**src/isl_pkg.sv**
```systemverilog
// Shared types and constants for the Ising lattice update unit.
`default_nettype none

package isl_pkg;

    localparam int SIDE_DEF   = 64;
    localparam int COORD_W    = 6;
    localparam int OP_W       = 2;
    localparam int DRAW_W     = 16;
    localparam int THR_W      = 17;
    localparam int J_W        = 8;
    localparam int CFG_IDX_W  = 2;
    localparam int CFG_W      = 17;
    localparam int ENERGY_W   = 23;
    localparam int MAG_OUT_W  = 14;
    localparam int BDELTA_W   = 7;

    localparam logic [J_W-1:0]   J_RST      = 8'sd1;
    localparam logic [THR_W-1:0] WEAK_RST   = 17'd8869;
    localparam logic [THR_W-1:0] STRONG_RST = 17'd1200;

    localparam logic [OP_W-1:0] OP_WRITE = 2'd0;
    localparam logic [OP_W-1:0] OP_FLIP  = 2'd1;
    localparam logic [OP_W-1:0] OP_READ  = 2'd2;

    localparam logic [CFG_IDX_W-1:0] CFG_COUPLING = 2'd0;
    localparam logic [CFG_IDX_W-1:0] CFG_WEAK     = 2'd1;
    localparam logic [CFG_IDX_W-1:0] CFG_STRONG   = 2'd2;

    typedef enum logic [1:0] {
        ST_CLEAR,
        ST_IDLE,
        ST_FETCH,
        ST_EXEC
    } isl_state_t;

    // sequencer strobes toward the datapath
    typedef struct packed {
        logic in_ready;
        logic accept;
        logic fetch;
        logic exec_go;
        logic clr_we;
    } isl_ctl_t;

    // per-transaction decision from the update logic
    typedef struct packed {
        logic                       spin_now;
        logic                       flipped;
        logic                       change;
        logic                       spin_was;
        logic signed [BDELTA_W-1:0] bond_delta;
    } isl_upd_t;

endpackage

`default_nettype wire

```
**src/isl_ctrl.sv**
```systemverilog
// Sequencer: lattice clearing pass after reset, then fetch / execute per transaction.
`default_nettype none

module isl_ctrl #(
    parameter int SIDE = isl_pkg::SIDE_DEF
) (
    input  wire logic                                    clk,
    input  wire logic                                    rst_n,
    input  wire logic                                    in_valid,
    input  wire logic                                    out_free,
    output isl_pkg::isl_ctl_t                            ctl,
    output logic [((SIDE > 1) ? $clog2(SIDE) : 1)-1:0]   clr_addr
);

    import isl_pkg::*;

    localparam int IDX_W = (SIDE > 1) ? $clog2(SIDE) : 1;

    isl_state_t       state_reg, state_next;
    logic [IDX_W-1:0] clr_cnt_reg, clr_cnt_next;
    logic             clr_last;

    assign clr_last = (clr_cnt_reg == IDX_W'(SIDE - 1));
    assign clr_addr = clr_cnt_reg;

    always_ff @(posedge clk or negedge rst_n)
    begin
        if (!rst_n)
        begin
            state_reg   <= ST_CLEAR;
            clr_cnt_reg <= '0;
        end
        else
        begin
            state_reg   <= state_next;
            clr_cnt_reg <= clr_cnt_next;
        end
    end

    always_comb
    begin
        state_next   = state_reg;
        clr_cnt_next = clr_cnt_reg;
        case (state_reg)
            ST_CLEAR:
            begin
                clr_cnt_next = clr_cnt_reg + 1'b1;
                if (clr_last)
                begin
                    state_next = ST_IDLE;
                end
            end
            ST_IDLE:
            begin
                if (in_valid)
                begin
                    state_next = ST_FETCH;
                end
            end
            ST_FETCH:
            begin
                state_next = ST_EXEC;
            end
            ST_EXEC:
            begin
                if (out_free)
                begin
                    state_next = in_valid ? ST_FETCH : ST_IDLE;
                end
            end
            default:
            begin
                state_next = ST_IDLE;
            end
        endcase
    end

    always_comb
    begin
        ctl = '0;
        case (state_reg)
            ST_CLEAR:
            begin
                ctl.clr_we = 1'b1;
            end
            ST_IDLE:
            begin
                ctl.in_ready = 1'b1;
            end
            ST_FETCH:
            begin
                ctl.fetch = 1'b1;
            end
            ST_EXEC:
            begin
                ctl.exec_go  = out_free;
                ctl.in_ready = out_free;
            end
            default:
            begin
                ctl = '0;
            end
        endcase
        ctl.accept = ctl.in_ready & in_valid;
    end

endmodule

`default_nettype wire

```
**config.mk**
```make
export PLATFORM = sky130hd
export DESIGN_NAME = isl_ctrl
export DESIGN_NICKNAME = d
export VERILOG_FILES = /design/src/isl_pkg.sv /design/src/isl_ctrl.sv
export SDC_FILE = /design/constraint.sdc
export NUM_CORES = 1
export LEC_CHECK = 0
export BUFFER_PORTS_ARGS = -buffer_cell sky130_fd_sc_hd__buf_2
export CORE_AREA = 2 2 39 41
export DETAILED_ROUTE_END_ITERATION = 6
export DIE_AREA = 0 0 41 43
export PLACE_DENSITY_LB_ADDON = 0.2
export SLEW_MARGIN = 15
export SYNTH_ARGS = -nofsm -noshare
export SYNTH_HDL_FRONTEND = slang
export SYNTH_SLANG_ARGS = --single-unit
```
**constraint.sdc**
```tcl
create_clock -name clk -period 1.5 [get_ports clk]
set_input_delay 0.3 -clock clk [delete_from_list [all_inputs] [get_ports clk]]
set_output_delay 0.3 -clock clk [all_outputs]
set_load 0.01 [all_outputs]
```
==> implementation parameters <==
Parameter                              Value

Drt
  Top routing layer used    met3
  Detailed-routing iteration count for the pre-antenna-repair pass    4
  Total detailed-routing wirelength    661 um
  Number of vias after detailed routing    295
  Number of violations reported at the end of detailed-routing iteration 0    6
  # DRC    0
  Routed length on met1    336 um
  Count of nets left with antenna violations after detail routing    0
  Routed length per instance    between 10 and 15 um
  Post-detailed-route via-to-cell ratio    4.47
  Met3 WL    52 um
  Routed met2 length    272 um

Power
  Switching fraction of total power    38.7%
  Power Dens Cells    roughly 2000 nW/um^2
  Int Pwr    approximately 600 uW
  Sequential Power Share    45.3%
  Logic gate share of total power    38.8%
  Clock share of power    15.9%
  Peak supply drop    around 0.78 mV
  Leak    0.249 nW
  Switching Power    379 uW

Timing
  Time the final worst path needs with I/O delays and setup    ~1.4 ns
  Post-route fraction of the period consumed by the critical path    91.6%
  Achievable clock frequency    ~730 MHz
  Layout Skew    ~0.0017 ns
  Measured slew at the worst slew-check pin    0.209 ns
  RSZ-0062 raised after global routing    false
  Slew Viols, Final    0
  Setup TNS Final    0 ns
  Hold Violations, Final    0
  Final setup fails    0
  Worst slew margin relative to its limit    86.0%

Die
  Number of placement rows    14
  I/O pin total    15
  Die outline area    1760 sq um
  Die Y    43 um
  Core Region    1380 sq um
  Initial core utilization    between 20% and 30%
  Die width    41 um

Setup path
  Setup crit start kind    flip-flop
  Worst path slowest cell    dfrtp_2
  Critical Path Sink Type    output pin
  Worst path top cell family by delay    flip-flops
  Crit path buf inv count    1
  Register-to-Register Setup Slack    0.37 ns
  Crit Reg-Reg Startpoint    state_reg[0]$_DFFE_PN0P_
  Worst r2r dst    clr_addr[1]$_DFFE_PN0N_
  Largest incremental delay on the critical path    about 0.44 ns
  Critical path class    reg2out
  Critical-path maximum fanout    8
  Data required time of the critical path    around 1.2 ns
  R2r worst-path depth    2
  Ordered cell list for the critical path    nor2_4 -> buf_2
  Endpoint arrival time on the critical path    1.07 ns

Run
  Number of max-cap violations    0

Clocking
  Number of clock buffers inserted by TritonCTS    3
  Max H-tree Level    1
  Clock tree root driver cell    clkbuf_4
  Clock-pin transition on the worst setup and hold timing paths    0.05 ns
  Postcts setup bufs    0
  CTS tree    yes
  Clock insertion delay at the later pin of the skew report    ~0.24 ns
  Total clock sinks    8
  Max Root-Sink Buffers    2

Synthesis
  FF+latch count, synth    8
  Total number of yosys warnings    0
  Avg Synthesized Cell Area    11.4 sq um
  Synth top area cells    dfrtp_1, xnor2_1, nand2_1
  Share of Yosys cell area claimed by the top area cell type    54.8%
  Most repeated cell in the gate-level netlist after synthesis    dfrtp_1
  Post-synth top flop    dfrtp_1
  Post-Synthesis Cells    32
  Area of the mapped netlist    365 sq um
  Fraction of synthesis flops using an asynchronous set or reset pin    100%
  Leading cell types by count after synthesis    dfrtp_1, nand2_1, xnor2_1, nand4_1, a21oi_1
  Number of unique standard cell types used by synthesis    15
  Number of flops mapped to enable cells by yosys    0
  Part of the Yosys area used for sequential elements    54.8%
  Cell type contributing the most total cell area after synthesis    dfrtp_1
  Synthesized Nets    37

Finish
  Synth-to-Final Area Change    33.9%
  FILL cells    146
  Final core utilization    35.4%
  Sequential cell area    201 sq um
  Layout cells sized above 1    44.0%
  Number of flip-flops under the largest register name    6
  Number of antenna diodes    0
  Net count, final    57
  Area of combinational cells with multiple inputs    between 150 and 200 sq um

GRT
  Global router's overall resource usage    under 10%
  Vias in the first global route    243
  Antenna violations before repair    0
  First-pass GRT wire length    1060 um
  Global route total overflow    0
  Maximum number of pins on one net before global-route repair    9

Worst hold path
  End point of the most critical hold path    state_reg[1]$_DFFE_PN0P_
  Instance count along the most critical hold path    3
  Type of the tightest min-delay check    in2reg
  Source of the worst hold timing path    in_valid

Placed design
  Final estimated routing congestion in global placement    between 0.6 and 0.7
  Number of port buffers    14
  HPWL reported at the end of detailed placement    approximately 500 um

Outcome
  Run status    complete, no violations
[what timing repair did]
action / 4_1_cts / 5_1_grt
hold endpoints to repair: 8 / 0
gates resized for setup: 0 / 1
endpoints found under the setup margin: 0 / 1
hold buffers: 1 / 0
[cell usage in the layout, fill, tap and decap left out]
cell type      count
buf_2             14
dfrtp_1            7
nand2_1            5
xnor2_1            4
nand4_1            3
clkbuf_4           3
a21oi_1            2
and2b_2            1
and3_2             1
inv_1              1
a21boi_0           1
nor2_4             1
mux2_2             1
xor2_1             1
and3_1             1
nand3_1            1
ha_1               1
dlygate4sd3_1      1
dfrtp_2            1
[metal layers]
metal / GRT usage, % / up-vias
li1: - / 148
met1: 12.5 / 136
met2: 11.3 / 11
met3: 9.42 / 0
met4: 2.00 / 0
met5: 0 / -
[layout make-up]
class | count | area share (%)
Clock buffer | 3 | 4.60
Inverter | 1 | 0.767
Multi-Input combinational cell | 23 | 33.0
Sequential cell | 8 | 41.2
Tap cell | 16 | 4.09
Timing Repair Buffer | 15 | 16.4
[stage by stage]
| stage | setup WS (ns) | hold WS [ns] | cell area (sq um) | instances | power (mW) |
|---|---|---|---|---|---|
| 3_3_place_gp | 0.324 | 0.155 | 455 | 62 | 0.826 |
| 3_5_place_dp | 0.344 | 0.153 | 455 | 62 | 0.826 |
| 6_report | 0.126 | 0.272 | 489 | 66 | 0.978 |
| 4_1_cts | 0.0610 | 0.268 | 488 | 66 | 0.992 |
| 5_1_grt | 0.0549 | 0.297 | 489 | 66 | 1.08 |
| 2_1_floorplan | 0.394 | 0.00441 | 365 | 32 | 0.661 |
[worst max path at each step]
stage / end / slack (ns) / start / cells after the start
final: ctl[0] / 0.13 / state_reg[0]$_DFFE_PN0P_ / 2
after CTS: ctl[3] / 0.06 / state_reg[0]$_DFFE_PN0P_ / 3
after detailed placement: ctl[3] / 0.34 / state_reg[0]$_DFFE_PN0P_ / 3
after global routing: ctl[3] / 0.05 / state_reg[0]$_DFFE_PN0P_ / 3
after floorplan: clr_addr[1]$_DFFE_PN0N_ / 0.39 / state_reg[0]$_DFFE_PN0P_ / 2
after global placement: ctl[3] / 0.32 / state_reg[0]$_DFFE_PN0P_ / 3
[power by group through the flow]
stage | combinational (mW) | clock (mW) | sequential (mW)
2_1_floorplan | 0.207 | 0 | 0.455
3_3_place_gp | 0.382 | 0 | 0.445
3_5_place_dp | 0.383 | 0 | 0.443
4_1_cts | 0.384 | 0.167 | 0.442
5_1_grt | 0.428 | 0.184 | 0.464
6_report | 0.379 | 0.156 | 0.443
[kinds of logic (layout without fill, tap and decap cells)]
family | Yosys count | in the layout | share of synthesized area (%)
buf+inv | 1 | 19 | 1.03
xor+xnor | 5 | 5 | 12.0
simple gates | 13 | 13 | 20.9
fa+ha+maj | 1 | 1 | 3.42
mux | 1 | 1 | 3.08
flops | 8 | 8 | 54.8
compound gates | 3 | 3 | 4.80
[worst reg2reg max path, stage by stage, from the launching register on]
cell,delay (ns)
dfrtp_2,0.44
nor2_4,0.22
mux2_2,0.36
Power figures use the tool's default switching activity.
