$ cat config.mk
export PLATFORM = sky130hd
export DESIGN_NAME = isl_ram
export DESIGN_NICKNAME = d
export VERILOG_FILES = /design/src/isl_ram.sv
export SDC_FILE = /design/constraint.sdc
export NUM_CORES = 1
export LEC_CHECK = 0
export ABC_AREA = 1
export BUFFER_PORTS_ARGS = -buffer_cell sky130_fd_sc_hd__buf_4
export CAP_MARGIN = 10
export CORE_AREA = 2 2 132 134
export CTS_CLUSTER_DIAMETER = 50
export DETAILED_ROUTE_END_ITERATION = 6
export DIE_AREA = 0 0 134 136
export PLACE_DENSITY_LB_ADDON = 0.12
export REMOVE_ABC_BUFFERS = 1
export SYNTH_ARGS = -nofsm -noshare
export SYNTH_HDL_FRONTEND = slang
export SYNTH_SLANG_ARGS = --single-unit
export TNS_END_PERCENT = 50
$ cat constraint.sdc
create_clock -name clk -period 2.5 [get_ports clk]
set_input_delay 0.125 -clock clk [delete_from_list [all_inputs] [get_ports clk]]
set_output_delay 0.125 -clock clk [all_outputs]
set_load 0.05 [all_outputs]
$ cat src/isl_ram.sv
// Generic synchronous RAM, one write port and two registered read ports.
`default_nettype none

module isl_ram #(
    parameter int WIDTH = 8,
    parameter int DEPTH = 16
) (
    input  wire logic                                    clk,
    input  wire logic                                    we,
    input  wire logic [((DEPTH > 1) ? $clog2(DEPTH) : 1)-1:0] waddr,
    input  wire logic [WIDTH-1:0]                        wdata,
    input  wire logic                                    re_a,
    input  wire logic [((DEPTH > 1) ? $clog2(DEPTH) : 1)-1:0] raddr_a,
    output logic      [WIDTH-1:0]                        q_a,
    input  wire logic                                    re_b,
    input  wire logic [((DEPTH > 1) ? $clog2(DEPTH) : 1)-1:0] raddr_b,
    output logic      [WIDTH-1:0]                        q_b
);

    logic [WIDTH-1:0] mem [DEPTH];

    always_ff @(posedge clk)
    begin
        if (we)
        begin
            mem[waddr] <= wdata;
        end
        if (re_a)
        begin
            q_a <= mem[raddr_a];
        end
        if (re_b)
        begin
            q_b <= mem[raddr_b];
        end
    end

endmodule

`default_nettype wire

==> summary.txt, run 1 <==
Worst hold path
  • HP Class: in -> reg
  • Startpoint of the worst hold path: re_a
  • Hold Path Sink: q_a[5]
  • Hold path cells: 1

CTS
  • Clock Sinks: 144
  • Post-CTS Setup Inserts: 0
  • # H-tree levels: 4
  • CTS Buffer Depth: 2
  • Cts hold-fix bufs: 0
  • Clk Latency, worst-skew pair: 0.42 ns
  • Clock transition at the registers of the reported paths: 0.05 ns
  • Clock root cell: clkbuf_16
  • TritonCTS clock tree: yes
  • Post-CTS Resized: 0
  • CTS Buf Count: 17

Floorplanning
  • Die Wd: 134 um
  • Die ar.: 0.0182 mm2
  • Initial core utilization: 44.0%
  • Core area: 0.0169 mm2
  • Core Rows: 48
  • Io pins: 40
  • Die Y: 136 um

STA
  • Final Cycle Share: 57.0%
  • Final hold violation count: 0
  • Final setup vio count: 0
  • Worst Clk Skew: 0.00517 ns
  • Setup TNS: 0 ns
  • Fin worst setup slack: 1.07 ns
  • Tightest Pin Transition: 0.863 ns
  • Minimum clock period after layout: 1.43 ns
  • Max Freq: 0.702 GHz
  • RSZ-0062 raised after global routing: no
  • Max transition margin: 42.3%
  • Max Slew Vio Count: 0

Critical path
  • FF-to-FF path depth: 6
  • Critical Path RT: 2.67 ns
  • Most used cell, CP: nand3_1
  • Internal reg-to-reg setup slack: 1.23 ns
  • Slowest stage cell, crit path: inv_2
  • Worst path cell trace: buf_4 -> inv_2 -> buf_12 -> nand2_1 -> nand3_1 -> nand3_1 -> nand3_1 -> nand2_1
  • Worst Path Max Fanout: 38
  • Crit path DAT: 1.60 ns
  • CP Class: in -> reg
  • RR Startpoint: mem[15][3]
  • CP endpoint kind: register
  • CP startpoint kind: input pin
  • R2R Path End: q_a[3]
  • Max stage delay on crit path: 0.43 ns
  • CP bufs+invs: 3
  • CP delay by family, top: buffers and inverters

Routing
  • First-iteration detailed-routing DRC count: 653
  • DRC viols: 0
  • Vias: 5945
  • 1st-pass router iterations: 6
  • DR vias/cell: 5.36
  • Wire per inst: 19.2 um
  • DRT antenna net count: 0
  • WL final: 21.3 mm

Synthesis
  • Gate Count Post-Synth: 851
  • Synthesis-stage register bit count: 144
  • Yosys warns: 0
  • Syn avg cell area: 8.72 um2
  • Synth Cell Area: 0.00742 mm2
  • Synth cell types: 12
  • Sequential-to-total area share from yosys stat: 58.3%
  • Largest area contributor in the netlist: edfxtp_1
  • Yosys top cell area share: 58.3%
  • Area contributors post-synth: edfxtp_1, nand3_1, nand2_1, inv_1, buf_6

Pwr
  • Leakage: 3.70 nW
  • Worst vdd ir: 485 uV
  • P per Cell Area: 702 mW/mm2

GRT
  • Total gr overflow: 0
  • Largest net degree at the start of global routing: 65
  • Total GRT Usage: 24.5%
  • Vias in the first global route: 5744
  • Antenna violations before repair: 0
  • First-pass GRT wire length: 32.9 mm

Place
  • Global placer's final weighted congestion: 0.846
  • Final HPWL from detailed placement: 13.6 mm
  • Port bufs: 39
  • Worst slack, placed: 0.675 ns

Finish
  • Area grow syn2layout: 12.3%
  • Antenna cells: 0
  • Final #Nets: 897
  • Proportion of layout cells with a drive suffix above 1: 8.82%
  • Final Util: 49.4%

Run
  • Max cap viols: 0

Outcome
  • Status: complete, no violations
[routing by layer]
metal | wire, um | vias to the layer above | global-route usage, %
met1 | 9180 | 2774 | 33.0
met2 | 9820 | 328 | 38.5
met5 | 0 | - | 0
li1 | - | 2797 | -
met3 | 1620 | 46 | 4.55
met4 | 684 | 0 | 11.6
[area by class of cell]
type / count / area (um2)
Clock buffer: 20 / 437
Clock inverter: 10 / 120
Fill cell: 1556 / 8540
Inverter: 138 / 518
Multi-Input combinational cell: 521 / 2240
Sequential cell: 144 / 4320
Tap cell: 225 / 282
Timing Repair Buffer: 51 / 408
[report_power, final]
group | internal, W | switching [W]
logic | 0.000174 | 0.000462
registers | 0.00273 | 0.0000193
clock network | 0.00154 | 0.000926
total | 0.00444 | 0.00141
[worst reg2reg max path, delay by kind of cell, from the launching register on]
kind | cells | cell delay, ns
flip-flops | 1 | 0.35
buffers and inverters | 1 | 0.08
AND/OR/NAND/NOR | 5 | 0.59
[worst max path at each step]
stage,start,cells after the start,to
after floorplan,raddr_a[0],6,q_a[6]
after global placement,raddr_a[1],6,q_a[6]
after detailed placement,raddr_a[1],6,q_a[6]
after CTS,raddr_b[0],8,q_b[7]
after global routing,raddr_a[1],6,q_a[3]
final,raddr_b[0],8,q_b[5]
[synth_stat cells]
library cell,number
nand2_1,277
nand3b_1,2
clkbuf_1,3
nand3_1,225
inv_1,134
buf_4,4
edfxtp_1,144
nor2_1,17
buf_1,1
buf_6,14
buf_2,26
inv_2,4
[cell families after synthesis]
family	count (synthesis)	share of synthesized area [%]
flops	144	58.3
simple gates	521	30.3
buf+inv	186	11.5
[flip-flops by register name, summed over array words and instances (netlist names)]
signal and cells:
q_a 8, q_b 8, mem 128
[placed cells by master (no fill, tap or decap)]
| master | instances |
|---|---|
| nor2_1 | 17 |
| nand3b_1 | 2 |
| nand3_1 | 225 |
| buf_4 | 49 |
| edfxtp_1 | 144 |
| clkbuf_1 | 3 |
| nand2_1 | 277 |
| inv_1 | 134 |
| buf_12 | 2 |
| inv_2 | 4 |
| clkinv_1 | 4 |
| clkbuf_16 | 17 |
| clkinv_2 | 3 |
| bufinv_16 | 3 |
[metrics by stage]
stage / cells / total power (W) / hold slack [ns] / area, um2
final: 1109 / 0.00585 / 0.0158 / 8330
after global routing: 1109 / 0.00604 / 0.00986 / 8330
after CTS: 1109 / 0.00586 / 0.00633 / 8330
after detailed placement: 1079 / 0.00343 / 0.440 / 7780
after global placement: 1079 / 0.00342 / 0.441 / 7780
after floorplan: 803 / 0.00313 / 0.224 / 7090
Power figures use the tool's default switching activity.
==> inputs of run 2 (changes only) <==
ABC_AREA = 0   (was 1)
CORE_AREA = 2 2 124 126   (was 2 2 132 134)
DIE_AREA = 0 0 126 128   (was 0 0 134 136)
clock period = 1.35 ns   (was 2.5 ns; I/O delays follow)
==> summary.txt, run 2 <==
Pwr
  • Net Sw Frac: 22.2%
  • Combinational power share: 10.1%
  • Seq pwr share: 48.3%
  • Leakage: 2.66 nW
  • Clock Power Share: 41.6%
  • Net load switching power: 0.00235 W
  • Cell Int Power: 0.00823 W
  • Worst vdd ir: 888 uV
  • P per Cell Area: 1330 mW/mm2

Floorplanning
  • Die ar.: 0.0161 mm2
  • Io pins: 40
  • Core Rows: 45
  • Core area: 0.0149 mm2
  • Die Wd: 126 um
  • Die Y: 128 um
  • Initial core utilization: 43.8%

STA
  • Setup TNS: -1.16 ns
  • Max Slew Vio Count: 0
  • Fin worst setup slack: -0.152 ns
  • Final Cycle Share: 111%
  • Minimum clock period after layout: 1.50 ns
  • Final setup vio count: 16
  • Max Freq: 0.666 GHz
  • Max transition margin: 22.0%
  • Final hold violation count: 0
  • Worst Clk Skew: 0.00682 ns
  • RSZ-0062 raised after global routing: yes
  • Tightest Pin Transition: 1.17 ns

Finish
  • Final Util: 53.4%
  • Final #Nets: 414
  • Antenna cells: 0
  • Final-layout fill cell count: 1239
  • Area grow syn2layout: 22.0%
  • Area of the multi-input gates: 0.00203 mm2
  • Non-Filler Instances: 591
  • Top flop regs: mem x128, q_a x8, q_b x8
  • Final Cell Area: 0.00794 mm2
  • Max reg flops: 128
  • Commonest non-fill, non-tap cell in the layout: edfxtp_1
  • Largest Register: mem
  • FF+latch area: 0.00432 mm2
  • Proportion of layout cells with a drive suffix above 1: 44.4%
  • Most frequent cells in the layout: edfxtp_1, buf_4, mux4_2

Synthesis
  • Synthesis-stage register bit count: 144
  • Area contributors post-synth: edfxtp_1, mux4_2, mux4_1, a22oi_1, buf_6
  • Sequential-to-total area share from yosys stat: 66.5%
  • Most common library cells after synthesis: edfxtp_1, mux4_2, a22oi_1
  • Yosys warns: 0
  • Largest area contributor in the netlist: edfxtp_1
  • Syn avg cell area: 21.2 um2
  • Synth Cell Area: 0.00651 mm2
  • Yosys top cell area share: 66.5%
  • Gate Count Post-Synth: 307
  • Most common flop cell mapped by yosys: edfxtp_1
  • Most common cell in the synthesized netlist: edfxtp_1
  • Post-synth EDFFs: 144
  • Synth cell types: 19
  • Async set or reset register ratio after synthesis: 0%

GRT
  • Antenna violations before repair: 0
  • Total gr overflow: 0
  • First-pass GRT wire length: 22.6 mm
  • Vias in the first global route: 3778
  • Total GRT Usage: 19.9%
  • Largest net degree at the start of global routing: 23

Outcome
  • Failing checks: setup timing
  • Status: finished with violations

Critical path
  • FF-to-FF path depth: 3
  • Critical Path RT: 1.52 ns
  • CP startpoint kind: register
  • Crit path DAT: 1.67 ns
  • Worst Path Max Fanout: 2
  • RR Startpoint: mem[2][7]
  • CP Launch Point: mem[2][7]
  • CP endpoint kind: register
  • CP Class: reg -> reg

Routing
  • Wire per inst: 25.2 um
  • DRT antenna net count: 0
  • DR vias/cell: 5.87
  • First-iteration detailed-routing DRC count: 298
  • 1st-pass router iterations: 4
  • WL final: 14.9 mm
  • DRC viols: 0
  • Vias: 3469

CTS
  • CTS Buffer Depth: 2
  • Clock transition at the registers of the reported paths: 0.06 ns
  • TritonCTS clock tree: yes
  • # H-tree levels: 4
  • Clk Latency, worst-skew pair: 0.42 ns
  • CTS Buf Count: 17
  • Post-CTS Setup Inserts: 0
  • Clock Sinks: 144
  • Clock root cell: clkbuf_16

Place
  • Worst slack, placed: -0.356 ns
  • Global placer's final weighted congestion: 0.735
  • Final HPWL from detailed placement: 10.3 mm
  • Port bufs: 39
  • Placed cells: 549
  • Placed inst area: 0.00726 mm2

Worst hold path
  • Hold path cells: 3
  • Startpoint of the worst hold path: waddr[0]
  • HP Class: in -> reg

Run
  • Max cap viols: 0
==> run 2: cell types whose count changed after synthesis, moves of 4 or more <==
cell / delta
buf_6: -8
clkdlybuf4s25_2: +6
mux4_2: +34
nand2_1: -260
mux4_1: +28
inv_2: -4
nor3_1: +4
inv_1: -134
nand3_1: -224
buf_2: -20
a22oi_1: +32
==> run 2: kinds of logic (layout without fill, tap and decap cells) <==
logic type / Yosys count / in the layout / synth area share [%]
AOI/OAI and AO/OA: 32 / 32 / 3.69
buffers and inverters: 20 / 116 / 2.65
DFF: 144 / 144 / 66.5
muxes: 64 / 64 / 23.8
and+or+nand+nor: 47 / 47 / 3.35
==> run 2: final cells by class <==
type,count,share of cell area [%]
clock buffers,20,5.50
clock inverters,12,1.50
multi-input cells,143,25.6
flip-flops and latches,144,54.5
well taps,188,2.96
repair buffers,84,9.99
==> run 2: worst max-delay path, stage by stage (launching register included) <==
cell,delay (ns)
edfxtp_1,0.40
mux4_4,0.62
a22oi_2,0.17
nand2_1,0.06
==> run 2: worst paths after layout <==
kind                                   to  slack, ns
worst max-delay path               q_b[7]      -0.15
worst min-delay path            mem[0][2]       0.17
worst max register to register     q_b[7]      -0.15
worst min register to register     q_b[2]       0.78
==> run 2: timing repair <==
action,in CTS,in global routing
resized for setup,36,7
hold endpoints to repair,144,0
endpoints found under the setup margin,16,16
hold buffers,10,0
gates cloned,0,0
pin swaps,21,10
==> run 2: per-layer routing <==
layer	share of wire [%]	GRT usage [%]	up-vias
met5	0	0	-
met4	1.5	7.63	0
met3	3.8	4.13	15
met2	53	34.1	90
met1	41	25.2	1866
li1	-	-	1498
==> run 2: per-stage QoR <==
step,hold WS [ns],power (W)
finish,0.173,0.0106
global placement,0.381,0.00619
floorplan,0.166,0.00568
CTS,0.159,0.0107
detailed placement,0.389,0.00621
global route,0.168,0.0110
==> run 2: power groups by stage <==
stage	clock, W	sequential (W)	combinational [W]
final	0.00440	0.00511	0.00107
after global routing	0.00471	0.00512	0.00113
after CTS	0.00447	0.00511	0.00108
after detailed placement	0	0.00520	0.00100
after global placement	0	0.00520	0.000993
after floorplan	0	0.00533	0.000351
==> inputs of run 3 (changes only) <==
CORE_AREA = 2 2 108 110   (was 2 2 124 126)
DIE_AREA = 0 0 110 112   (was 0 0 126 128)
==> summary.txt, run 3 (synthesis results as in run 2) <==
Pwr
  • P per Cell Area: 1400 mW/mm2
  • Leakage: 2.71 nW
  • Worst vdd ir: 846 uV

Place
  • Worst slack, placed: -0.329 ns
  • Port bufs: 39
  • Final HPWL from detailed placement: 9.88 mm
  • Global placer's final weighted congestion: 0.789

Routing
  • DRT antenna net count: 0
  • Wire per inst: 27.1 um
  • DR vias/cell: 6.50
  • First-iteration detailed-routing DRC count: 282
  • Vias: 3569
  • 1st-pass router iterations: 7
  • DRC viols: 0
  • WL final: 14.9 mm

Critical path
  • CP bufs+invs: 1
  • Critical Path RT: 1.52 ns
  • CP endpoint kind: register
  • Max stage delay on crit path: 0.49 ns
  • Worst path cell trace: mux4_2 -> a22oi_2 -> buf_4 -> nand2_2
  • Crit path DAT: 1.69 ns
  • CP Class: reg -> reg
  • Slowest stage cell, crit path: mux4_2
  • Worst Path Max Fanout: 2
  • CP delay by family, top: multiplexers
  • CP startpoint kind: register

Finish
  • Largest Register: mem
  • Most frequent cells in the layout: edfxtp_1, buf_4, mux4_2
  • Commonest non-fill, non-tap cell in the layout: edfxtp_1
  • Final-layout fill cell count: 705
  • Max reg flops: 128
  • Top flop regs: mem x128, q_a x8, q_b x8
  • Final #Nets: 417
  • Proportion of layout cells with a drive suffix above 1: 43.6%
  • Antenna cells: 0
  • Area grow syn2layout: 21.7%

GRT
  • Largest net degree at the start of global routing: 17
  • Vias in the first global route: 3735
  • Total GRT Usage: 26.7%
  • Total gr overflow: 0
  • Antenna violations before repair: 0
  • First-pass GRT wire length: 22.5 mm

CTS
  • Clk Latency, worst-skew pair: 0.42 ns
  • # H-tree levels: 4
  • Clock transition at the registers of the reported paths: 0.06 ns
  • Clock root cell: clkbuf_16
  • CTS Buffer Depth: 2
  • TritonCTS clock tree: yes
  • Post-CTS Setup Inserts: 0
  • CTS Buf Count: 17
  • Clock Sinks: 144

Floorplanning
  • Die ar.: 0.0123 mm2
  • Initial core utilization: 58.2%
  • Io pins: 40
  • Die Y: 112 um
  • Die Wd: 110 um
  • Core Rows: 39
  • Core area: 0.0112 mm2

STA
  • Max Freq: 0.661 GHz
  • Minimum clock period after layout: 1.51 ns
  • WHS: 0.180 ns
  • Final setup vio count: 16
  • Max transition margin: 34.6%
  • Final Cycle Share: 112%
  • RSZ-0062 raised after global routing: yes
  • Worst Clk Skew: 0.00471 ns
  • Fin worst setup slack: -0.163 ns
  • Tightest Pin Transition: 0.979 ns
  • Final hold violation count: 0
  • Max Slew Vio Count: 0

Outcome
  • Status: finished with violations
  • Failing checks: setup timing

Run
  • Max cap viols: 0

Worst hold path
  • HP Class: in -> reg
run 3: report_power, final:
group	switching [W]	internal [W]	total, W
Clock	0.00169	0.00324	0.00493
Sequential	0.0000555	0.00506	0.00512
Combinational	0.000575	0.000468	0.00104
run 3: worst paths after layout:
kind | startpoint | to | slack (ns) | cells after the start
setup / recovery | mem[3][6] | q_b[6] | -0.16 | 4
hold / removal | waddr[0] | mem[8][3] | 0.18 | 3
setup reg to reg | mem[3][6] | q_b[6] | -0.16 | 4
hold reg to reg | mem[14][6] | q_b[6] | 0.79 | 3
run 3: worst register-to-register path, delay by kind of cell (launching register included):
family	cells	cell delay, ns
and+or+nand+nor	1	0.05
buffers and inverters	1	0.16
muxes	1	0.49
AOI/OAI and AO/OA	1	0.18
DFF	1	0.39
run 3: cell type report:
| cell class | count | area, um2 | share of cell area (%) |
|---|---|---|---|
| clock buffer | 19 | 433 | 5.47 |
| clock inverter | 13 | 193 | 2.43 |
| multi-input combinational | 143 | 2040 | 25.7 |
| sequential | 144 | 4320 | 54.6 |
| tap | 143 | 179 | 2.26 |
| timing repair buffer | 87 | 753 | 9.51 |
run 3: through the flow:
step | total power (W) | instance area [um2] | setup TNS [ns] | utilization, % | instances
floorplan | 0.00568 | 6330 | -1.87 | - | 287
global placement | 0.00616 | 7170 | -3.36 | 64.1 | 507
detailed placement | 0.00618 | 7170 | -3.77 | 64.1 | 507
CTS | 0.0111 | 7900 | -1.66 | 70.7 | 549
global route | 0.0114 | 7920 | -2.23 | 70.9 | 549
finish | 0.0111 | 7920 | -1.54 | 70.9 | 549
run 3: routing by layer:
| metal | share of wire, % | track usage (%) | vias up |
|---|---|---|---|
| met5 | 0 | 0 | - |
| met4 | 3.1 | 12.2 | 0 |
| met3 | 8.1 | 7.55 | 33 |
| met2 | 50 | 40.3 | 169 |
| met1 | 39 | 36.3 | 1848 |
| li1 | - | - | 1519 |
run 3: what timing repair did:
| action | CTS | global route |
|---|---|---|
| setup endpoints to repair | 16 | 16 |
| pin swaps | 14 | 8 |
| endpoints found under the hold margin | 144 | 0 |
| hold buffers | 10 | 0 |
| resized for setup | 30 | 6 |
