<file path="config.mk">
export PLATFORM = sky130hd
export DESIGN_NAME = isl_update
export DESIGN_NICKNAME = d
export VERILOG_FILES = /design/src/isl_pkg.sv /design/src/isl_update.sv
export SDC_FILE = /design/constraint.sdc
export NUM_CORES = 1
export LEC_CHECK = 0
export ABC_AREA = 1
export BUFFER_PORTS_ARGS = -buffer_cell sky130_fd_sc_hd__buf_2
export CORE_ASPECT_RATIO = 1.1
export CORE_MARGIN = 2
export CORE_UTILIZATION = 52
export DETAILED_ROUTE_END_ITERATION = 6
export GPL_TIMING_DRIVEN = 0
export PLACE_DENSITY = 0.9
export SYNTH_ARGS = -nofsm -noshare
export SYNTH_HDL_FRONTEND = slang
export SYNTH_SLANG_ARGS = --single-unit
</file>
<file path="constraint.sdc">
create_clock -name vclk -period 12.9
set_input_delay 0.645 -clock vclk [all_inputs]
set_output_delay 0.645 -clock vclk [all_outputs]
set_load 0.02 [all_outputs]
</file>
<file path="src/isl_pkg.sv">
// Shared types and constants for the Ising lattice update unit.
`default_nettype none

package isl_pkg;

    localparam int SIDE_DEF   = 64;
    localparam int COORD_W    = 6;
    localparam int OP_W       = 2;
    localparam int DRAW_W     = 16;
    localparam int THR_W      = 17;
    localparam int J_W        = 8;
    localparam int CFG_IDX_W  = 2;
    localparam int CFG_W      = 17;
    localparam int ENERGY_W   = 23;
    localparam int MAG_OUT_W  = 14;
    localparam int BDELTA_W   = 7;

    localparam logic [J_W-1:0]   J_RST      = 8'sd1;
    localparam logic [THR_W-1:0] WEAK_RST   = 17'd8869;
    localparam logic [THR_W-1:0] STRONG_RST = 17'd1200;

    localparam logic [OP_W-1:0] OP_WRITE = 2'd0;
    localparam logic [OP_W-1:0] OP_FLIP  = 2'd1;
    localparam logic [OP_W-1:0] OP_READ  = 2'd2;

    localparam logic [CFG_IDX_W-1:0] CFG_COUPLING = 2'd0;
    localparam logic [CFG_IDX_W-1:0] CFG_WEAK     = 2'd1;
    localparam logic [CFG_IDX_W-1:0] CFG_STRONG   = 2'd2;

    typedef enum logic [1:0] {
        ST_CLEAR,
        ST_IDLE,
        ST_FETCH,
        ST_EXEC
    } isl_state_t;

    // sequencer strobes toward the datapath
    typedef struct packed {
        logic in_ready;
        logic accept;
        logic fetch;
        logic exec_go;
        logic clr_we;
    } isl_ctl_t;

    // per-transaction decision from the update logic
    typedef struct packed {
        logic                       spin_now;
        logic                       flipped;
        logic                       change;
        logic                       spin_was;
        logic signed [BDELTA_W-1:0] bond_delta;
    } isl_upd_t;

endpackage

`default_nettype wire

</file>
<file path="src/isl_update.sv">
// Metropolis decision and row rewrite for one site, given its row and vertical neighbours.
`default_nettype none

module isl_update #(
    parameter int SIDE = isl_pkg::SIDE_DEF
) (
    input  wire logic [SIDE-1:0]                          center_row,
    input  wire logic                                     up_bit,
    input  wire logic                                     dn_bit,
    input  wire logic [((SIDE > 1) ? $clog2(SIDE) : 1)-1:0] col,
    input  wire logic                                     in_range,
    input  wire logic [isl_pkg::OP_W-1:0]                 op,
    input  wire logic                                     wval,
    input  wire logic [isl_pkg::DRAW_W-1:0]               draw,
    input  wire logic signed [isl_pkg::J_W-1:0]           coupling_j,
    input  wire logic [isl_pkg::THR_W-1:0]                accept_weak,
    input  wire logic [isl_pkg::THR_W-1:0]                accept_strong,
    output isl_pkg::isl_upd_t                             upd,
    output logic [SIDE-1:0]                               new_row
);

    import isl_pkg::*;

    localparam int IDX_W = (SIDE > 1) ? $clog2(SIDE) : 1;

    logic [IDX_W-1:0]          col_l, col_r;
    logic                      s, lf_bit, rt_bit;
    logic [2:0]                k;
    logic                      n_pos, n_zero, mag2, j_pos, j_zero, p_pos;
    logic [THR_W-1:0]          thr;
    logic                      take, change, flip;
    logic signed [BDELTA_W-1:0] n4;

    assign col_l = (col == '0) ? IDX_W'(SIDE - 1) : col - 1'b1;
    assign col_r = (col == IDX_W'(SIDE - 1)) ? '0 : col + 1'b1;

    assign s      = center_row[col];
    assign lf_bit = center_row[col_l];
    assign rt_bit = center_row[col_r];

    // count of +1 neighbours; neighbour sum is 2k - 4
    assign k = 3'(up_bit) + 3'(dn_bit) + 3'(lf_bit) + 3'(rt_bit);

    assign n_pos  = (k >= 3'd3);
    assign n_zero = (k == 3'd2);
    assign mag2   = (k == 3'd1) || (k == 3'd3);
    assign j_zero = (coupling_j == '0);
    assign j_pos  = !coupling_j[J_W-1] && !j_zero;

    // sign of J * s * nsum
    assign p_pos = !j_zero && !n_zero && (j_pos ^ s ^ n_pos);

    assign thr  = mag2 ? accept_weak : accept_strong;
    assign take = !p_pos || ({1'b0, draw} < thr);

    always_comb
    begin
        case (op)
            OP_WRITE:
            begin
                change = (wval != s);
                flip   = 1'b0;
            end
            OP_FLIP:
            begin
                change = take;
                flip   = take;
            end
            default:
            begin
                change = 1'b0;
                flip   = 1'b0;
            end
        endcase
    end

    // 4 * nsum = 8k - 16
    assign n4 = $signed({1'b0, k, 3'b000}) - 7'sd16;

    always_comb
    begin
        new_row      = center_row;
        new_row[col] = !s;
    end

    always_comb
    begin
        upd.change     = in_range && change;
        upd.flipped    = in_range && flip;
        upd.spin_now   = in_range && (change ? !s : s);
        upd.spin_was   = s;
        upd.bond_delta = s ? -n4 : n4;
    end

endmodule

`default_nettype wire

</file>
==> results of run 1 <==
## cells by family (layout without fill, tap and decap cells)
| family | after synthesis | count (layout) | share of synthesized area, % |
|---|---|---|---|
| XOR/XNOR | 1 | 1 | 0.217 |
| adder cells (fa/ha/maj) | 25 | 25 | 8.11 |
| multiplexers | 15 | 15 | 3.71 |
| buffers and inverters | 129 | 333 | 14.7 |
| AO/OA/AOI/OAI | 204 | 204 | 28.6 |
| other | 1 | 3 | 0.0928 |
| AND/OR/NAND/NOR | 420 | 420 | 44.5 |
## stage by stage
step | cells | total power, mW | area [um^2] | worst slack [ns] | hold WS [ns]
CTS | 1106 | 0.315 | 5200 | 5.94 | 1.64
detailed placement | 1106 | 0.314 | 5200 | 5.96 | 1.64
finish | 1106 | 0.326 | 5200 | 5.74 | 1.63
global placement | 1106 | 0.308 | 5200 | 6.04 | 1.63
floorplan | 797 | 0.209 | 4050 | 6.93 | 1.42
global route | 1106 | 0.351 | 5200 | 5.37 | 1.67
## metal layers
layer	part of all wire [%]	track usage (%)
met1	35	58.3
met2	45	76.3
met3	15	8.84
met4	5.1	16.4
met5	0	0
## power groups by stage
stage                     combinational [mW]  sequential, mW  clock, mW
after floorplan                        0.209               0          0
after global placement                 0.308               0          0
after detailed placement               0.314               0          0
after CTS                              0.315               0          0
after global routing                   0.351               0          0
final                                  0.326               0          0
## worst max-delay path by stage
stage | start | endpoint
after global routing | col[0] | upd[10]
after detailed placement | col[0] | upd[10]
after floorplan | col[0] | upd[10]
after global placement | col[0] | upd[10]
after CTS | col[0] | upd[10]
final | col[0] | upd[10]
## cell type report
| cell class | count | area (um^2) |
|---|---|---|
| Multi-Input combinational cell | 668 | 3460 |
| Tap cell | 105 | 131 |
| Inverter | 71 | 269 |
| Fill cell | 788 | 2310 |
| Timing Repair Buffer | 204 | 1020 |
| Buffer | 58 | 325 |
## cells in the final DEF (no fill, tap or decap), drive strengths merged, types with 2 or more instances in the layout
master / netlist / routed
o21ai: 44 / 44
a21oi: 80 / 80
buf: 36 / 240
ha: 23 / 23
nand4: 7 / 7
clkbuf: 22 / 22
nor2: 56 / 56
nand3: 93 / 93
conb: 1 / 3
a31oi: 55 / 55
nor3: 6 / 6
nand2: 254 / 254
inv: 70 / 70
fa: 2 / 2
or2: 2 / 2
o211ai: 21 / 21
mux2i: 15 / 15
nor4: 2 / 2
## critical path, delay by kind of cell
family                   cells  cell delay [ns]
buffers and inverters       11             2.40
adder cells (fa/ha/maj)      4             1.50
AND/OR/NAND/NOR             11             1.15
AO/OA/AOI/OAI                5             0.62
multiplexers                 1             0.17
==> out/results.ini, run 1 <==
[outcome]
status = finished clean

[worst_hold_path]
hold_depth = 4
min_to = upd[10]
min_from = in_range
hold_class = in -> out

[floorplanning]
ios = 209
dieArea_um2 = 8500
std_cell_rows = 33
die_width_um = 88.1
start_util_pct = 53.8
coreArea_um2 = 7510
die_y_um = 96.5

[pwr]
internal_power_mw = 0.114
clkPwrFrac_pct = 0
switchingPower_mw = 0.212
power_density_nw_per_um2 = 62.7
comb_power_share_pct = 100.0
netSwitchingFraction_pct = 64.9
leakagePower_nw = 2.87
vdd_ir_drop_max_mv = 0.0534
p_seq_share_pct = 0

[placed_design]
portBuffers = 204
place.gp.congestion = 1.10
place_hpwl_um = 17100

[route]
drtIter0Drc = 949
dr.pass1.iters = 6
vias = 6755
postRouteAntennaNets = 0
routedWlPerCell_um = 18.7
route.detailed.drc = 0
routed_wl_um = 20600
drt-vias-per-instance = 6.11

[final_layout]
diodes = 0
syn_to_final_growth_pct = 28.7
nNetsFinal = 1162
final-seq-area_um2 = 0
fin_util_pct = 69.2
clkbuf_count = 0
seq_cell_count = 0
drive_above_1_share_pct = 26.8

[worst_setup_path]
crit_arrival_ns = 6.51
path_class = in -> out
cp-end-kind = output port
required_ns = 12.26
cp_slowest_cell = buf_1
worstPathMaxFanout = 11
cp-start-kind = input pin
max_stage_delay_ns = 0.54
crit_top_cell = nand3_1

[sta]
max_freq_mhz = 140
hold_violations = 0
relSlewSlack_pct = 50.4
fin_setup_tns_ns = 0
finalSetupViolations = 0
finalCriticalPeriod_ns = 7.16
rsz0062_at_grt = no
tightestPinTransition_ns = 0.741
slew_viol_final = 0
post-route-period-util_pct = 55.5

[clock_tree]
cts_resized = 0
post_cts_buffers = 0
hold_buffers = 0

[global_route]
grt.total_usage_pct = 45.6
antenna_found_initial = 0
grt_pass1_wl_um = 29800
grt_max_degree = 12
overflow = 0
grt_pass1_vias = 5629

[yosys]
synth_area_leaders = nand2_1 23%, nand3_1 11%, a21oi_1 9.9%
synth_commonest_cells = 248 x nand2_1, 91 x nand3_1, 80 x a21oi_1
yosysUniqueCellTypes = 38
avgSynthCellArea_um2 = 5.09
syn_area_um2 = 4040
synth_top_area_cell = nand2_1
yosysSeqAreaShare_pct = 0
synth_top_area_share_pct = 23.0
netlist_instances = 795
ys_warn_count = 0
synth_most_common_cell = nand2_1

[run]
max-cap-violations = 0

Note: power is estimated with default switching activity, not from simulation.
==> inputs of run 2 (changes only) <==
CORE_UTILIZATION = 49   (was 52)
PLACE_DENSITY = 0.86   (was 0.9)
clock period = 6.8 ns   (was 12.9 ns; I/O delays follow)
==> run 2 against run 1 <==
Compared with the run above:
- total power increased by 88%
- non-clock buffer count decreased by 1
- setup slack got worse by 5.0 ns
- combinational power increased by 89%
- via count increased by 0.67%
- highest routed layer unchanged
==> out/results.ini, run 2 (synthesized netlist as in run 1, its figures left out) <==
[outcome]
status = finished clean  ; unchanged

[placed_design]
place_area_um2 = 5210  ; was 5200 um^2
place_hpwl_um = 17100  ; about the same
place.gp.congestion = 1.09  ; was 1.10
portBuffers = 204  ; unchanged

[sta]
slew_viol_final = 0  ; unchanged
hold_violations = 0  ; unchanged
rsz0062_at_grt = no  ; unchanged
max_freq_mhz = 164
finalCriticalPeriod_ns = 6.09
relSlewSlack_pct = 54.5  ; was 50.4%
fin_setup_tns_ns = 0  ; unchanged
tightestPinTransition_ns = 0.680  ; was 0.741 ns
finalSetupViolations = 0  ; unchanged
post-route-period-util_pct = 89.5

[final_layout]
final_cell_mix = 248 x nand2_1, 221 x buf_2, 91 x nand3_1, 80 x a21oi_1, 60 x inv_1  ; unchanged
fill_cells = 879  ; was 788
nNetsFinal = 1161  ; was 1162
drive_above_1_share_pct = 26.8  ; about the same
layout_commonest_cell = nand2_1  ; unchanged
seq_cell_count = 0  ; unchanged
final-seq-area_um2 = 0  ; unchanged
syn_to_final_growth_pct = 28.7  ; unchanged
final_area_um2 = 5200  ; unchanged
diodes = 0  ; unchanged
clkbuf_count = 0  ; unchanged

[floorplanning]
coreArea_um2 = 7960  ; was 7510 um^2
ios = 209  ; unchanged
std_cell_rows = 34  ; was 33
die_width_um = 90.6  ; was 88.1 um
dieArea_um2 = 8990  ; was 8500 um^2
start_util_pct = 50.8  ; was 53.8%
die_y_um = 99.3  ; was 96.5 um

[global_route]
grt.total_usage_pct = 44.0  ; was 45.6%
grt_pass1_wl_um = 31700  ; was 29800 um
grt_max_degree = 12  ; unchanged
grt_pass1_vias = 6056  ; was 5629
overflow = 0  ; unchanged
antenna_found_initial = 0  ; unchanged

[worst_setup_path]
cp-start-kind = input pin  ; unchanged
path_class = in -> out  ; unchanged
max_stage_delay_ns = 0.49  ; was 0.54 ns
crit_arrival_ns = 5.75  ; was 6.51 ns
crit_family = buffers and inverters  ; unchanged
required_ns = 6.46  ; was 12.26 ns
crit_buf_inv = 10  ; was 11
cp_slowest_cell = clkbuf_1  ; was buf_1
cp-end-kind = output port  ; unchanged
worstPathMaxFanout = 17  ; was 11

[route]
drtIter0Drc = 993  ; was 949
vias = 6800  ; was 6755
routed_wl_um = 21000  ; was 20600 um
routedWlPerCell_um = 19.0  ; was 18.7 um
route.detailed.drc = 0  ; unchanged
drt-vias-per-instance = 6.14  ; was 6.11
postRouteAntennaNets = 0  ; unchanged
dr.pass1.iters = 6  ; unchanged

[pwr]
vdd_ir_drop_max_mv = 0.130  ; was 0.0534 mV
power_density_nw_per_um2 = 118  ; was 62.7 nW/um^2
leakagePower_nw = 2.87  ; about the same

[worst_hold_path]
min_to = upd[10]  ; unchanged
hold_class = in -> out  ; unchanged
min_from = in_range  ; unchanged
hold_depth = 4  ; unchanged

[clock_tree]
cts_resized = 0  ; unchanged
post_cts_buffers = 0  ; unchanged
hold_buffers = 0  ; unchanged

[run]
max-cap-violations = 0  ; unchanged

## run 2: cell count changes in the layout (fill, tap and decap cells not counted), sizes merged
cell	before	now
buf	240	239
## run 2: through the flow
stage	utilization, %	setup WS, ns	std cells	hold WS, ns	power (mW)
4_1_cts	65.4	0.304	1109	1.02	0.601
3_3_place_gp	65.4	0.407	1109	1.02	0.591
3_5_place_dp	65.4	0.320	1109	1.02	0.599
5_1_grt	65.4	0.320	1108	1.05	0.663
2_1_floorplan	-	1.44	797	0.809	0.396
6_report	65.4	0.715	1108	1.02	0.615
## run 2: per-layer routing
metal  part of all wire [%]  track usage (%)  vias up
met3                     16             8.11      159
met5                      0                0        -
li1                       -                -     3120
met2                     45             73.9      629
met1                     33             54.7     2892
met4                    6.3             20.0        0
## run 2: worst max-delay path by stage
| stage | cells past startpoint | end | slack [ns] | from |
|---|---|---|---|---|
| floorplan | 29 | upd[10] | 1.44 | col[0] |
| global placement | 30 | upd[10] | 0.41 | col[0] |
| detailed placement | 32 | upd[10] | 0.32 | col[0] |
| CTS | 32 | upd[10] | 0.30 | col[0] |
| global route | 29 | upd[10] | 0.32 | col[0] |
| finish | 29 | upd[10] | 0.71 | col[0] |
## run 2: layout make-up
type | instances | area (um^2) | share of cell area (%)
multi-input cells | 668 | 3460 | 66.4
well taps | 108 | 135 | 2.60
repair buffers | 204 | 1020 | 19.6
plain buffers | 57 | 322 | 6.18
inverters | 71 | 269 | 5.17
## run 2: power breakdown
group	leakage [nW]	internal [mW]	total, mW	switching [mW]
clock network	0	0	0	0
logic	2.87	0.216	0.615	0.399
registers	0	0	0	0
total	2.87	0.216	0.615	0.399
==> inputs of run 3 (changes only) <==
CORE_UTILIZATION = 44   (was 49)
PLACE_DENSITY = 0.81   (was 0.86)
clock period = 5.1 ns   (was 6.8 ns; I/O delays follow)
==> run 3 against run 2 <==
Compared with the run above:
- the flow now finishes with violations (setup timing)
- non-clock buffer count is 18 higher
- wire length is 6.7% higher
- die area is 11% higher
- critical path type unchanged
- combinational power is 59% higher
- worst hold slack worse by 0.17 ns
- critical endpoint unchanged
- core utilization is 1.5 points lower
==> out/results.ini, run 3 (synthesized netlist as in run 1, its figures left out) <==
[placed_design]
place_hpwl_um = 17200  ; was 17100 um
place_area_um2 = 5220  ; was 5210 um^2
portBuffers = 204  ; unchanged
pre_cts_slack_ns = -0.817  ; was 0.320 ns
place.gp.congestion = 1.05  ; was 1.09

[route]
dr.pass1.iters = 6  ; unchanged
drtIter0Drc = 916  ; was 993
postRouteAntennaNets = 0  ; unchanged
vias = 7006  ; was 6800
route.detailed.drc = 0  ; unchanged
routed_wl_um = 22400  ; was 21000 um
routedWlPerCell_um = 19.8  ; was 19.0 um
drt-vias-per-instance = 6.18  ; was 6.14

[final_layout]
nNetsFinal = 1180  ; was 1161
fill_cells = 940  ; was 879
final_cell_mix = 244 x nand2_1, 214 x buf_2, 87 x nand3_1, 78 x a21oi_1, 57 x inv_1  ; was 248 x nand2_1, 221 x buf_2, 91 x nand3_1, 80 x a21oi_1, 60 x inv_1
clkbuf_count = 0  ; unchanged
drive_above_1_share_pct = 31.6  ; was 26.8%
layout_commonest_cell = nand2_1  ; unchanged
final-seq-area_um2 = 0  ; unchanged
seq_cell_count = 0  ; unchanged
diodes = 0  ; unchanged
syn_to_final_growth_pct = 41.0  ; was 28.7%
final_area_um2 = 5700  ; was 5200 um^2

[global_route]
grt_pass1_wl_um = 31500  ; was 31700 um
grt_pass1_vias = 6049  ; was 6056
overflow = 0  ; unchanged
grt_max_degree = 12  ; unchanged
grt.total_usage_pct = 40.7  ; was 44.0%
use_met1_pct = 49.7  ; was 54.7%
top_usage_layer = met2  ; unchanged
antenna_found_initial = 1  ; was 0
met2_usage_pct = 66.3  ; was 73.9%
use_met3_pct = 9.30  ; was 8.11%

[worst_hold_path]
hold_class = in -> out  ; unchanged
hold_depth = 4  ; unchanged
min_from = in_range  ; unchanged
min_to = upd[10]  ; unchanged

[outcome]
status = finished with violations  ; was finished clean
violations = setup timing

[worst_setup_path]
cp-startpoint = col[1]  ; was col[0]
cp-end-kind = output port  ; unchanged
crit_arrival_ns = 4.91  ; was 5.75 ns
cp_slowest_cell = fa_1  ; was clkbuf_1
worstPathMaxFanout = 5  ; was 17
max_stage_delay_ns = 0.44  ; was 0.49 ns
path_class = in -> out  ; unchanged
required_ns = 4.85  ; was 6.46 ns
cp-start-kind = input pin  ; unchanged

[pwr]
leakagePower_nw = 3.08  ; was 2.87 nW
total_power_mw = 0.980  ; was 0.615 mW
power_density_nw_per_um2 = 172  ; was 118 nW/um^2
vdd_ir_drop_max_mv = 0.228  ; was 0.130 mV

[sta]
post-route-period-util_pct = 101
relSlewSlack_pct = 57.2  ; was 54.5%
slew_viol_final = 0  ; unchanged
max_freq_mhz = 194
hold_slack_ns = 0.856  ; was 1.02 ns
hold_violations = 0  ; unchanged
finalSetupViolations = 1  ; was 0
rsz0062_at_grt = yes  ; was no
finalCriticalPeriod_ns = 5.16
fin_setup_tns_ns = -0.0604  ; was 0 ns
worst_slack_ns = -0.0604  ; was 0.715 ns
tightestPinTransition_ns = 0.639  ; was 0.680 ns

[floorplanning]
start_util_pct = 45.3  ; was 50.8%
std_cell_rows = 36  ; was 34
ios = 209  ; unchanged
die_width_um = 95.4  ; was 90.6 um
die_y_um = 105  ; was 99.3 um
dieArea_um2 = 9970  ; was 8990 um^2
coreArea_um2 = 8920  ; was 7960 um^2

[clock_tree]
hold_buffers = 0  ; unchanged

[run]
max-cap-violations = 0  ; unchanged

## run 3: cell count changes in the layout (fill, tap and decap cells not counted), moves of 5 or more
cell	before	now
clkbuf_1	22	16
buf_4	12	27
o21ai_0	43	35
buf_2	221	214
o21ai_1	1	6
## run 3: worst max path at each step
stage / end / slack, ns / cells after the start
2_1_floorplan: upd[10] / 0.14 / 29
3_3_place_gp: upd[10] / -0.82 / 31
3_5_place_dp: upd[10] / -0.82 / 31
4_1_cts: upd[10] / 0.0003 / 35
5_1_grt: upd[10] / -0.20 / 33
6_report: upd[10] / -0.06 / 33
## run 3: power by group
part | internal (mW) | switching, mW
clock network | 0 | 0
registers | 0 | 0
logic | 0.395 | 0.586
## run 3: routing by layer
layer | wire length [um] | part of all wire [%] | up-vias
met3 | 3140 | 14 | 140
met2 | 10100 | 45 | 624
met1 | 7630 | 34 | 3082
met4 | 1550 | 6.9 | 2
li1 | - | - | 3158
met5 | 13 | 0.058 | -
## run 3: final cells by class
cell class | instances | area [um^2] | share of cell area, %
Timing Repair Buffer | 221 | 1230 | 21.6
Inverter | 71 | 278 | 4.87
Buffer | 58 | 425 | 7.46
Tap cell | 114 | 143 | 2.50
Multi-Input combinational cell | 669 | 3620 | 63.6
## run 3: worst max-delay path: cells and delay by family
family          cells  cell delay [ns]
compound gates      5             0.71
mux                 1             0.14
buf+inv             8             0.96
fa+ha+maj           4             1.22
simple gates       15             1.62
## run 3: what timing repair did
| action | in CTS | in global routing |
|---|---|---|
| endpoints found under the setup margin | 3 | 3 |
| setup buffers | 2 | 12 |
| pin swaps | 8 | 23 |
| resized for setup | 31 | 67 |
| gates cloned | 0 | 4 |
| hold endpoints to repair | 0 | 0 |
## run 3: metrics by stage
stage | instances | util [%]
after global placement | 1115 | 58.5
after global routing | 1133 | 63.9
after CTS | 1117 | 59.7
final | 1133 | 63.9
after detailed placement | 1115 | 58.5
after floorplan | 797 | -
